--- config.mk ---
export PLATFORM = sky130hd
export DESIGN_NAME = dpf_cell
export DESIGN_NICKNAME = d
export VERILOG_FILES = /design/src/design/dpf_pkg.sv /design/src/design/dpf_cell.sv
export SDC_FILE = /design/constraint.sdc
export NUM_CORES = 1
export LEC_CHECK = 0
export BUFFER_PORTS_ARGS = -buffer_cell sky130_fd_sc_hd__buf_2
export CAP_MARGIN = 20
export CORE_MARGIN = 5
export CORE_UTILIZATION = 45
export CTS_BUF_LIST = sky130_fd_sc_hd__clkbuf_2
export DETAILED_ROUTE_END_ITERATION = 7
export PLACE_DENSITY = 0.91
export SYNTH_ARGS = -nofsm -noshare
export SYNTH_HDL_FRONTEND = slang
export SYNTH_SLANG_ARGS = --single-unit
export TNS_END_PERCENT = 1
--- constraint.sdc ---
create_clock -name clk -period 3.1 [get_ports clk]
set_input_delay 0.155 -clock clk [delete_from_list [all_inputs] [get_ports clk]]
set_output_delay 0.155 -clock clk [all_outputs]
set_load 0.02 [all_outputs]
--- src/design/dpf_pkg.sv ---
// Shared types and constants for the deduplicating packet queue.
// Used by dpf_cell, dpf_count and dedup_packet_fifo_with_range_count.
package dpf_pkg;

    localparam int DEPTH = 64;
    localparam int IDX_W = $clog2(DEPTH);
    localparam int OCC_W = $clog2(DEPTH + 1);
    localparam int LIM_W = 7;
    localparam int EXT_W = (OCC_W > LIM_W) ? OCC_W : LIM_W;
    localparam int GRP = 8;
    localparam int NGRP = (DEPTH + GRP - 1) / GRP;
    localparam int GCW = $clog2(GRP + 1);
    localparam int MC_W = 7;

    localparam logic [LIM_W-1:0] LIMIT_RESET = LIM_W'(64);

    localparam logic [1:0] FUNC_ADD = 2'd0;
    localparam logic [1:0] FUNC_FWD = 2'd1;
    localparam logic [1:0] FUNC_CNT = 2'd2;

    typedef struct packed {
        logic [15:0] src;
        logic [15:0] dest;
        logic [31:0] stamp;
    } entry_t;

    typedef struct packed {
        entry_t      pkt;
        logic [31:0] ws;
        logic [31:0] we;
    } key_t;

    typedef struct packed {
        logic shift;
        logic load;
    } cell_ctl_t;

endpackage

--- src/design/dpf_cell.sv ---
// One queue slot: holds a packet, shifts from its upper neighbor, compares against the key.
// Depends on dpf_pkg.
module dpf_cell (
    input  logic              clk,
    input  logic              rst_n,
    input  dpf_pkg::cell_ctl_t ctl,
    input  logic              nbr_valid,
    input  dpf_pkg::entry_t   nbr,
    input  dpf_pkg::key_t     key,
    output logic              valid,
    output dpf_pkg::entry_t   ent,
    output logic              dup_hit,
    output logic              cnt_hit
);
    import dpf_pkg::*;

    logic   valid_reg;
    logic   valid_next;
    entry_t ent_reg;
    entry_t ent_next;

    always_comb
    begin
        valid_next = valid_reg;
        ent_next   = ent_reg;
        if (ctl.load)
        begin
            valid_next = 1'b1;
            ent_next   = key.pkt;
        end
        else if (ctl.shift)
        begin
            valid_next = nbr_valid;
            ent_next   = nbr;
        end
    end

    always_ff @(posedge clk or negedge rst_n)
    begin
        if (!rst_n)
        begin
            valid_reg <= 1'b0;
        end
        else
        begin
            valid_reg <= valid_next;
        end
    end

    always_ff @(posedge clk)
    begin
        ent_reg <= ent_next;
    end

    assign valid   = valid_reg;
    assign ent     = ent_reg;
    assign dup_hit = valid_reg && (ent_reg == key.pkt);
    assign cnt_hit = valid_reg && (ent_reg.dest == key.pkt.dest)
                     && (ent_reg.stamp >= key.ws) && (ent_reg.stamp <= key.we);

endmodule

==> results.yml <==
finish:
  multi_input_area_um2: 2806
  largest_reg_flops: 64
  nFillCells: 717
  final_layout_size_suffix_gt1_frac: 0.4122
  regArea_um2: 1947
  final_cells: 995
  area_growth_pct: 58.72
  final_area_um2: 7961
  nNetsFinal: 1110
global_routing:
  grt_pass1_wl_um: 30080
  grt.total_usage: 0.2986
  first_global_vias: 5882
  grt_max_degree: 66
  overflow: 0
  antenna_found_initial: 1
clock_network:
  cts_made_buffers: 9
  clockRootBuffer: "clkbuf_2"
  clkTransAtPathRegs_ns: 0.27
  clk_latency_ns: 0.50
  cts_buffer_depth: 2
  cts.sink_count: 65
  tritoncts: "done"
  cts-htree-levels: 3
pwr:
  p_per_area_nw_per_um2: 354.1
  leakagePower_nw: 3.813
  peakVddDrop_mv: 0.3246
drt:
  drc: 0
  drtAntennaViolNets: 0
  wirelength_um: 20380
  vias: 5318
  drt-pass1-iter-count: 6
  drtIter0Drc: 306
  drt-vias-per-instance: 5.345
  wl_per_cell_um: 20.48
synth:
  netlist_area_um2: 5016
  synth_most_common_cell: "inv_1"
  syn_avg_cell_area_um2: 11.25
  synthTopCellsByArea: "edfxtp_1 (38%), ha_1 (16%), mux2_2 (14%), xnor2_1 (10%), inv_1 (4.9%)"
  synth_edf_count: 64
  yosys-top-cells-count: "inv_1 (65), edfxtp_1 (64), ha_1 (64), mux2_2 (64), xnor2_1 (60)"
  synth_cell_types: 35
  yosys_most_used_dff: "edfxtp_1"
  syn_inst: 446
  synth_top_cell_area_share: 0.3831
  synthesis.nets: 707
  synth_warnings: 0
  ys_seq_elements: 65
  synthArstFlopShare: 0.01538
  yosysTopAreaCell: "edfxtp_1"
  synth-seq-area-share: 0.3881
sta:
  max_clock_freq_mhz: 337.8
  finalMaxSlewViolations: 0
  fin_tns_setup_ns: 0
  setup_viol_count_final: 0
  slew_headroom: 0.3813
  worst_slew_pin_slew_ns: 0.9280
  hold_viol_final: 0
  setup_ws_ns: 0.1393
  whs_ns: 0.4530
  final.period_utilization: 0.9551
  fin_worst_skew_ns: 0
  period_needed_ns: 2.961
  rsz0062_at_grt: "no"
critical_path:
  worstRegToRegCells: 3
  cp_max_fo: 4
  critPathLaunchType: "flop"
  worstPathArrival_ns: 2.81
  slowest_delay_ns: 0.54
  critPathRequiredTime_ns: 2.94
  critical_path_class: "flop to output port"
  r2r_setup_slack_ns: 1.55
  crit_top_cell: "a21oi_1"
  reg2reg_to: "valid$_DFFE_PN0P_"
  end_kind: "output port"
  cp_top_family: "compound AO/OA/AOI/OAI gates"
  crit_chain: "ha_1 > a21oi_1 > o21a_1 > o221ai_1 > a2111o_1 > a21oi_1 > o221a_1 > buf_2"
  crit_buf_inv: 1
  reg2reg_from: "valid$_DFFE_PN0P_"
  cp_slowest_cell: "edfxtp_1"
worst_hold_path:
  min_delay_worst_endpoint: "ent[56]$_DFFE_PP_"
  worstHoldStart: "key[120]"
  hold_path_class: "input pin to flop"
  holdPathStages: 3
place:
  gp_congestion: 0.8957
  portBuffers: 263
  dp_hpwl_um: 14090
  pre_cts_ws_ns: 0.7379
  place_inst: 845
  place_area_um2: 6511
floorplanning:
  fp.dieArea_um2: 13360
  die_x_um: 115.6
  core_um2: 10890
  io_pins: 264
  die_h_um: 115.6
  rows: 38
  initial_utilization: 0.4607
status:
  outcome: "completed"
job:
  maxCapViolations: 0
-- cell type report --
cell class | instances | share of cell area
Inverter | 65 | 0.03065
Clock inverter | 7 | 0.007701
Multi-Input combinational cell | 309 | 0.3525
Antenna cell | 1 | 0.0003143
Sequential cell | 65 | 0.2445
Tap cell | 140 | 0.02200
Timing Repair Buffer | 399 | 0.3366
Clock buffer | 9 | 0.005658
-- worst max-delay path by stage --
stage                      start  endpoint  cells after the start
3_5_place_dp    ent[9]$_DFFE_PP_   cnt_hit                      8
2_1_floorplan   ent[7]$_DFFE_PP_   cnt_hit                      7
6_report        ent[7]$_DFFE_PP_   cnt_hit                      8
3_3_place_gp    ent[9]$_DFFE_PP_   cnt_hit                      8
5_1_grt        ent[13]$_DFFE_PP_   cnt_hit                      8
4_1_cts         ent[9]$_DFFE_PP_   cnt_hit                      8
-- cells in the final DEF (no fill, tap or decap), drive strengths merged, types with 5 or more instances in the layout --
master       netlist  layout
mux2              64      64
ha                64      64
clkbuf             3       9
a21oi             25      25
dlygate4sd3        0     132
a21o              11      11
xnor2             60      60
edfxtp            64      64
nand2             10      10
buf                4     267
nor4               7       7
nor2b              5       5
o21ai              6       6
nand4             25      25
inv               65      69
-- power by group --
part           switching (mW)  internal, mW  leakage, nW
clock network           0.390         0.121       0.0614
registers               0.110          1.08        0.662
logic                   0.554         0.562         3.09
total                    1.05          1.76         3.81
-- stage by stage --
stage	power, mW	utilization
after floorplan	1.717	-
after global placement	2.084	0.5980
after detailed placement	2.115	0.5980
after CTS	2.781	0.7291
after global routing	2.961	0.7310
final	2.819	0.7312
-- cells by family (layout without fill, tap and decap cells) --
logic type	Yosys count	in the layout	share of synthesized area
AOI/OAI and AO/OA	55	55	0.06935
and+or+nand+nor	62	62	0.07259
other	0	1	0
DFF	65	65	0.3881
muxes	64	64	0.1437
adders and majority gates	64	64	0.1596
buffers and inverters	72	480	0.05488
xor gates and xnor gates	64	64	0.1117
-- worst min-delay path, stage by stage --
cell and delay, ns:
buf_2 0.09, mux2_2 0.13, dlygate4sd3_1 0.54
-- repair_timing --
action                                 4_1_cts  5_1_grt
endpoints found under the hold margin       66        0
gates resized for setup                      0        4
setup endpoints to repair                    0        1
buffers inserted                             0        1
hold buffers                               132        0
-- metal layers --
layer / share of wire / track usage / up-vias
li1: - / - / 2435
met1: 0.34 / 0.3197 / 2462
met2: 0.51 / 0.5382 / 339
met3: 0.096 / 0.07885 / 80
met4: 0.049 / 0.1549 / 2
met5: 0.00034 / 0 / -
Note: power is estimated with default switching activity, not from simulation.
