[src/design/dpf_pkg.sv]
// Shared types and constants for the deduplicating packet queue.
// Used by dpf_cell, dpf_count and dedup_packet_fifo_with_range_count.
package dpf_pkg;

    localparam int DEPTH = 64;
    localparam int IDX_W = $clog2(DEPTH);
    localparam int OCC_W = $clog2(DEPTH + 1);
    localparam int LIM_W = 7;
    localparam int EXT_W = (OCC_W > LIM_W) ? OCC_W : LIM_W;
    localparam int GRP = 8;
    localparam int NGRP = (DEPTH + GRP - 1) / GRP;
    localparam int GCW = $clog2(GRP + 1);
    localparam int MC_W = 7;

    localparam logic [LIM_W-1:0] LIMIT_RESET = LIM_W'(64);

    localparam logic [1:0] FUNC_ADD = 2'd0;
    localparam logic [1:0] FUNC_FWD = 2'd1;
    localparam logic [1:0] FUNC_CNT = 2'd2;

    typedef struct packed {
        logic [15:0] src;
        logic [15:0] dest;
        logic [31:0] stamp;
    } entry_t;

    typedef struct packed {
        entry_t      pkt;
        logic [31:0] ws;
        logic [31:0] we;
    } key_t;

    typedef struct packed {
        logic shift;
        logic load;
    } cell_ctl_t;

endpackage

[src/design/dpf_count.sv]
// Two-level population count of the per-slot window hits, first level registered.
// Depends on dpf_pkg.
module dpf_count (
    input  logic                      clk,
    input  logic                      cap,
    input  logic [dpf_pkg::DEPTH-1:0] hits,
    output logic [dpf_pkg::OCC_W-1:0] total
);
    import dpf_pkg::*;

    logic [NGRP*GRP-1:0] hits_pad;
    logic [GCW-1:0]      grp_reg  [NGRP];
    logic [GCW-1:0]      grp_next [NGRP];

    assign hits_pad = (NGRP*GRP)'(hits);

    always_comb
    begin
        for (int g = 0; g < NGRP; g++)
        begin
            grp_next[g] = '0;
            for (int b = 0; b < GRP; b++)
            begin
                grp_next[g] = grp_next[g] + GCW'(hits_pad[g*GRP + b]);
            end
        end
    end

    always_ff @(posedge clk)
    begin
        if (cap)
        begin
            grp_reg <= grp_next;
        end
    end

    always_comb
    begin
        total = '0;
        for (int g = 0; g < NGRP; g++)
        begin
            total = total + OCC_W'(grp_reg[g]);
        end
    end

endmodule
[config.mk]
export PLATFORM = sky130hd
export DESIGN_NAME = dpf_count
export DESIGN_NICKNAME = d
export VERILOG_FILES = /design/src/design/dpf_pkg.sv /design/src/design/dpf_count.sv
export SDC_FILE = /design/constraint.sdc
export NUM_CORES = 1
export LEC_CHECK = 0
export ABC_AREA = 1
export BUFFER_PORTS_ARGS = -buffer_cell sky130_fd_sc_hd__buf_2
export CAP_MARGIN = 20
export CELL_PAD_IN_SITES_DETAIL_PLACEMENT = 0
export CELL_PAD_IN_SITES_GLOBAL_PLACEMENT = 1
export CORE_MARGIN = 3
export CORE_UTILIZATION = 39
export DETAILED_ROUTE_END_ITERATION = 10
export HOLD_SLACK_MARGIN = 0.05
export PLACE_DENSITY_LB_ADDON = 0.1
export RECOVER_POWER = 25
export SLEW_MARGIN = 15
export SYNTH_ARGS = -nofsm -noshare
export SYNTH_HDL_FRONTEND = slang
export SYNTH_SLANG_ARGS = --single-unit
[constraint.sdc]
create_clock -name clk -period 3.4 [get_ports clk]
set_input_delay 0.34 -clock clk [delete_from_list [all_inputs] [get_ports clk]]
set_output_delay 0.34 -clock clk [all_outputs]
set_load 0.02 [all_outputs]
==> results.ini, run 1 <==
[routing]
wire_per_inst_um=9.97
first_pass_iters=2
viasPerCell=4.05
dr_total_vias=1914
routed_wl_um=4710
ant_nets=0
first_iter_violations=20
drc=0

[status]
violations=max-capacitance violations, max-slew violations, negative setup slack
run_status=finished, violations left

[cells_and_area]
final_common_cell=inv_1
drive_above_1_share=0.264
n_antenna_cell=0
layout.nets=522
largest_register_ffs=32
layout_common_cells=121 x inv_1, 65 x buf_2, 52 x fa_1
design_area_mm2=0.00385
synthToLayoutAreaGrowth_pct=22.3

[clock_network]
path_clk_slew_ps=70
htree_levels=2
cts_buffer_depth=2
cts-root-buf=clkbuf_8
cts_buffers=5
cts-hold-fix-buffers=0
cts_tree=yes
clkSinkCount=32

[grt]
grt_first_pass_wirelength_um=8300
gr-total-overflow=0
grt_max_degree=33
grt.total_usage=0.117
grt_pass1_vias=1949
grt_antenna_before_repair=0

[synthesis]
ys_types=11
syn_area_per_cell_um2=10.9
postSynthNetCount=440
ys_seq_area_frac=0.305
syn_area_mm2=0.00315
ys_ff_latch=32
syn-instance-count=288
yosys_warnings=0

[placed_design]
dp_slack_ps=-354
place_congestion=0.710
post-dp-hpwl_um=4250
placed_cell_area_mm2=0.00370
port_buffers=72

[worst_setup_path]
max_stage_delay_ps=550
cp_max_fo=2
arrival_ps=3640
cp_cell_sequence=inv_2 -> fa_1 -> inv_2 -> fa_1 -> fa_1 -> inv_1 -> fa_1 -> inv_2 -> ha_4 -> inv_2 -> fa_2 -> xnor2_4 -> buf_6
cp-start-kind=flip-flop
crit_start=grp_reg[22]
crit_slowest_cell=fa_1
path_class=reg -> out
critPathCapture=total[4]
setup.worst_path.end_class=output port
cp.required_ps=3060

[timing]
fmax_mhz=251
hold_slack_ps=356
rsz0062_at_grt=true
fin_ws_ps=-583
finalSetupTns_ps=-2330
setup_viol=5
worst_pin_slew_ps=1700
timing.final.max_slew_violations=33
hold_viol_final=0
finalCriticalPeriod_ps=3980
relSlewSlack=-0.134
finalCritPeriodShare=1.17

[die]
rows=32
dieArea_mm2=0.00919
io-pin-count=73
die_x_um=95.9
die_h_um=95.9
core_mm2=0.00777
initial_core_util=0.406

[hold_path]
hp-class=in -> reg

[flow_run]
drv_cap=1

-- final cells by class --
type                       count  area (um^2)
clock buffer                   5         68.8
clock inverter                 3         23.8
fill                         758         3920
inverter                     128          480
multi-input combinational    128         1770
sequential                    32          961
tap                          102          128
timing repair buffer          75          419
-- layer usage --
| layer | part of all wire | track usage | vias up |
|---|---|---|---|
| met1 | 0.44 | 0.159 | 901 |
| li1 | - | - | 977 |
| met5 | 0 | 0 | - |
| met4 | 0.010 | 0.0355 | 0 |
| met3 | 0.033 | 0.0188 | 2 |
| met2 | 0.51 | 0.193 | 34 |
-- cell usage after synthesis --
master | n | area (um^2)
xnor2_1 | 5 | 43.8
a21oi_1 | 1 | 5.00
nand3_1 | 10 | 50.1
o21ai_0 | 1 | 5.00
nand2_1 | 20 | 75.1
xor2_1 | 4 | 35.0
inv_1 | 128 | 480
edfxtp_1 | 32 | 961
nand4_1 | 1 | 6.26
fa_1 | 55 | 1100
ha_1 | 31 | 388
-- worst min-delay path by stage --
| stage | startpoint | to | slack (ps) | depth (start not counted) |
|---|---|---|---|---|
| after global routing | hits[42] | grp_reg[8] | 360 | 2 |
| after floorplan | cap | grp_reg[0] | 450 | 0 |
| final | hits[42] | grp_reg[8] | 360 | 2 |
| after CTS | hits[50] | grp_reg[4] | 350 | 2 |
| after global placement | hits[10] | grp_reg[24] | 640 | 2 |
| after detailed placement | hits[10] | grp_reg[24] | 650 | 2 |
-- what timing repair did --
item,in CTS,in global routing
pin swaps,15,3
gates resized for setup,20,0
setup endpoints to repair,6,6
hold endpoints to repair,0,0
buffers inserted,0,0
-- stage by stage --
step | cells | util
2_1_floorplan | 288 | -
3_3_place_gp | 465 | 0.477
3_5_place_dp | 465 | 0.477
4_1_cts | 473 | 0.496
5_1_grt | 473 | 0.496
6_report | 473 | 0.496
-- critical path, delay by kind of cell, from the launching register on --
| kind | cells | cell delay (ps) |
|---|---|---|
| buf+inv | 6 | 380 |
| flops | 1 | 340 |
| xor+xnor | 1 | 150 |
| fa+ha+maj | 6 | 2500 |
-- logic make-up after synthesis --
| group | count (synthesis) | synth area share |
|---|---|---|
| AO/OA/AOI/OAI | 2 | 0.00317 |
| XOR/XNOR | 9 | 0.0250 |
| adder cells (fa/ha/maj) | 86 | 0.473 |
| buffers and inverters | 128 | 0.153 |
| flip-flops | 32 | 0.305 |
| AND/OR/NAND/NOR | 31 | 0.0417 |
Power of run 1 is not shown: default switching activity piles up to over one toggle a cycle in this logic, so the estimate is an artifact.
==> inputs of run 2 (changes only) <==
--- a/config.mk
+++ b/config.mk
@@ -16,6 +16,7 @@
 export HOLD_SLACK_MARGIN = 0.05
 export PLACE_DENSITY_LB_ADDON = 0.1
 export RECOVER_POWER = 25
+export REMOVE_ABC_BUFFERS = 1
 export SLEW_MARGIN = 15
 export SYNTH_ARGS = -nofsm -noshare
 export SYNTH_HDL_FRONTEND = slang
==> run 2 against run 1 <==
Net effect: the flow still finishes with violations (max-capacitance violations, max-slew violations, negative setup slack); critical path depth unchanged; first-iteration DRC count unchanged; count of clock-buffer cells in the layout up 1; routed wire length down 2.7%; flip-flop and latch count unchanged; via count down 0.57%; sequential share of layout area up 0.098 points; largest cell class unchanged; highest routed layer unchanged.
==> results.ini, run 2 (synthesized netlist as in run 1, its figures left out) <==
[worst_setup_path]
cp-start-kind=flip-flop
arrival_ps=3620  ; -20 ps
path_class=reg -> out
cp.required_ps=3060  ; about the same
cp_max_fo=2  ; unchanged
setup.worst_path.end_class=output port

[grt]
grt_first_pass_wirelength_um=7710  ; -7.1%
grt.total_usage=0.110  ; -0.00715
grt_antenna_before_repair=0  ; unchanged
gr-total-overflow=0  ; unchanged
grt_pass1_vias=1871  ; -4.0%
grt_max_degree=33  ; unchanged

[clock_network]
cts-root-buf=clkbuf_8
cts_tree=yes
cts_buffer_depth=2  ; unchanged
path_clk_slew_ps=70  ; about the same
cts_buffers=5  ; unchanged
htree_levels=2  ; unchanged
cts-hold-fix-buffers=0  ; unchanged
clkSinkCount=32  ; unchanged

[placed_design]
place_congestion=0.717  ; +1.0%
port_buffers=72  ; unchanged
post-dp-hpwl_um=4090  ; -3.8%

[die]
initial_core_util=0.406  ; unchanged
io-pin-count=73  ; unchanged
rows=32  ; unchanged
die_h_um=95.9  ; unchanged
die_x_um=95.9  ; unchanged
core_mm2=0.00777  ; unchanged
dieArea_mm2=0.00919  ; unchanged

[routing]
drc=0  ; unchanged
met2_length_um=2250  ; -6.9%
ant_nets=0  ; unchanged
routed_wl_um=4590  ; -2.7%
first_pass_iters=4  ; +2
first_iter_violations=20  ; unchanged
viasPerCell=4.03  ; -0.36%
highest_layer=met4
dr_wl_met3_um=220  ; +42%
met1_length_um=2050  ; -1.8%
dr_total_vias=1903  ; -0.57%
wire_per_inst_um=9.71  ; -2.5%

[status]
run_status=finished, violations left
violations=max-capacitance violations, max-slew violations, negative setup slack

[cells_and_area]
layout_common_cells=121 x inv_1, 65 x buf_2, 53 x fa_1
largest_register_ffs=32  ; unchanged
drive_above_1_share=0.254  ; -0.0101
synthToLayoutAreaGrowth_pct=21.8
layout.nets=521  ; -0.19%
n_antenna_cell=0  ; unchanged
final_common_cell=inv_1

[timing]
relSlewSlack=-0.127  ; +0.00626
finalCritPeriodShare=1.16  ; -0.00781
finalSetupTns_ps=-2250  ; +80.1 ps
rsz0062_at_grt=true
hold_slack_ps=353  ; -2.85 ps
timing.final.max_slew_violations=33  ; unchanged
worst_pin_slew_ps=1690  ; -9.39 ps
hold_viol_final=0  ; unchanged
fmax_mhz=253  ; +0.67%
finalCriticalPeriod_ps=3960  ; -26.5 ps
setup_viol=5  ; unchanged
fin_ws_ps=-556  ; +26.5 ps

[flow_run]
drv_cap=1  ; unchanged

[hold_path]
hp-class=in -> reg

## run 2: layout make-up
type | instances | area (um^2)
multi-input cells | 128 | 1760
inverters | 128 | 480
clock inverters | 2 | 35.0
well taps | 102 | 128
clock buffers | 6 | 72.6
fillers | 764 | 3930
repair buffers | 74 | 404
flip-flops and latches | 32 | 961
## run 2: per-layer routing
layer  up-vias  track usage
met5         -            0
met4         0       0.0391
met3         5       0.0250
met2        39        0.177
met1       883        0.147
li1        976            -
## run 2: stage by stage
| stage | setup slack, ps | cells | util | area [um^2] |
|---|---|---|---|---|
| after floorplan | -547 | 288 | - | 3150 |
| after global placement | -415 | 463 | 0.469 | 3650 |
| after detailed placement | -483 | 463 | 0.469 | 3650 |
| after CTS | -613 | 471 | 0.491 | 3820 |
| after global routing | -688 | 472 | 0.494 | 3840 |
| final | -556 | 472 | 0.494 | 3840 |
## run 2: repair_timing
item / in CTS / in global routing
pin swaps: 13 / 7
setup buffers: 0 / 1
resized for setup: 20 / 6
setup endpoints to repair: 6 / 6
## run 2: critical path, stage by stage, from the launching register on
cell and delay [ps]:
edfxtp_1 340, inv_2 50, fa_1 540, inv_2 40, fa_1 480, fa_1 490, inv_1 50, fa_1 440
inv_2 80, ha_4 130, inv_2 30, fa_2 520, inv_2 30, buf_6 120
## run 2: path summary, 6_finish.rpt
| path | startpoint | to | slack, ps | depth (start not counted) |
|---|---|---|---|---|
| setup / recovery | grp_reg[22] | total[3] | -560 | 13 |
| hold / removal | hits[34] | grp_reg[12] | 350 | 2 |
Power of run 2 is left out for the same reason.
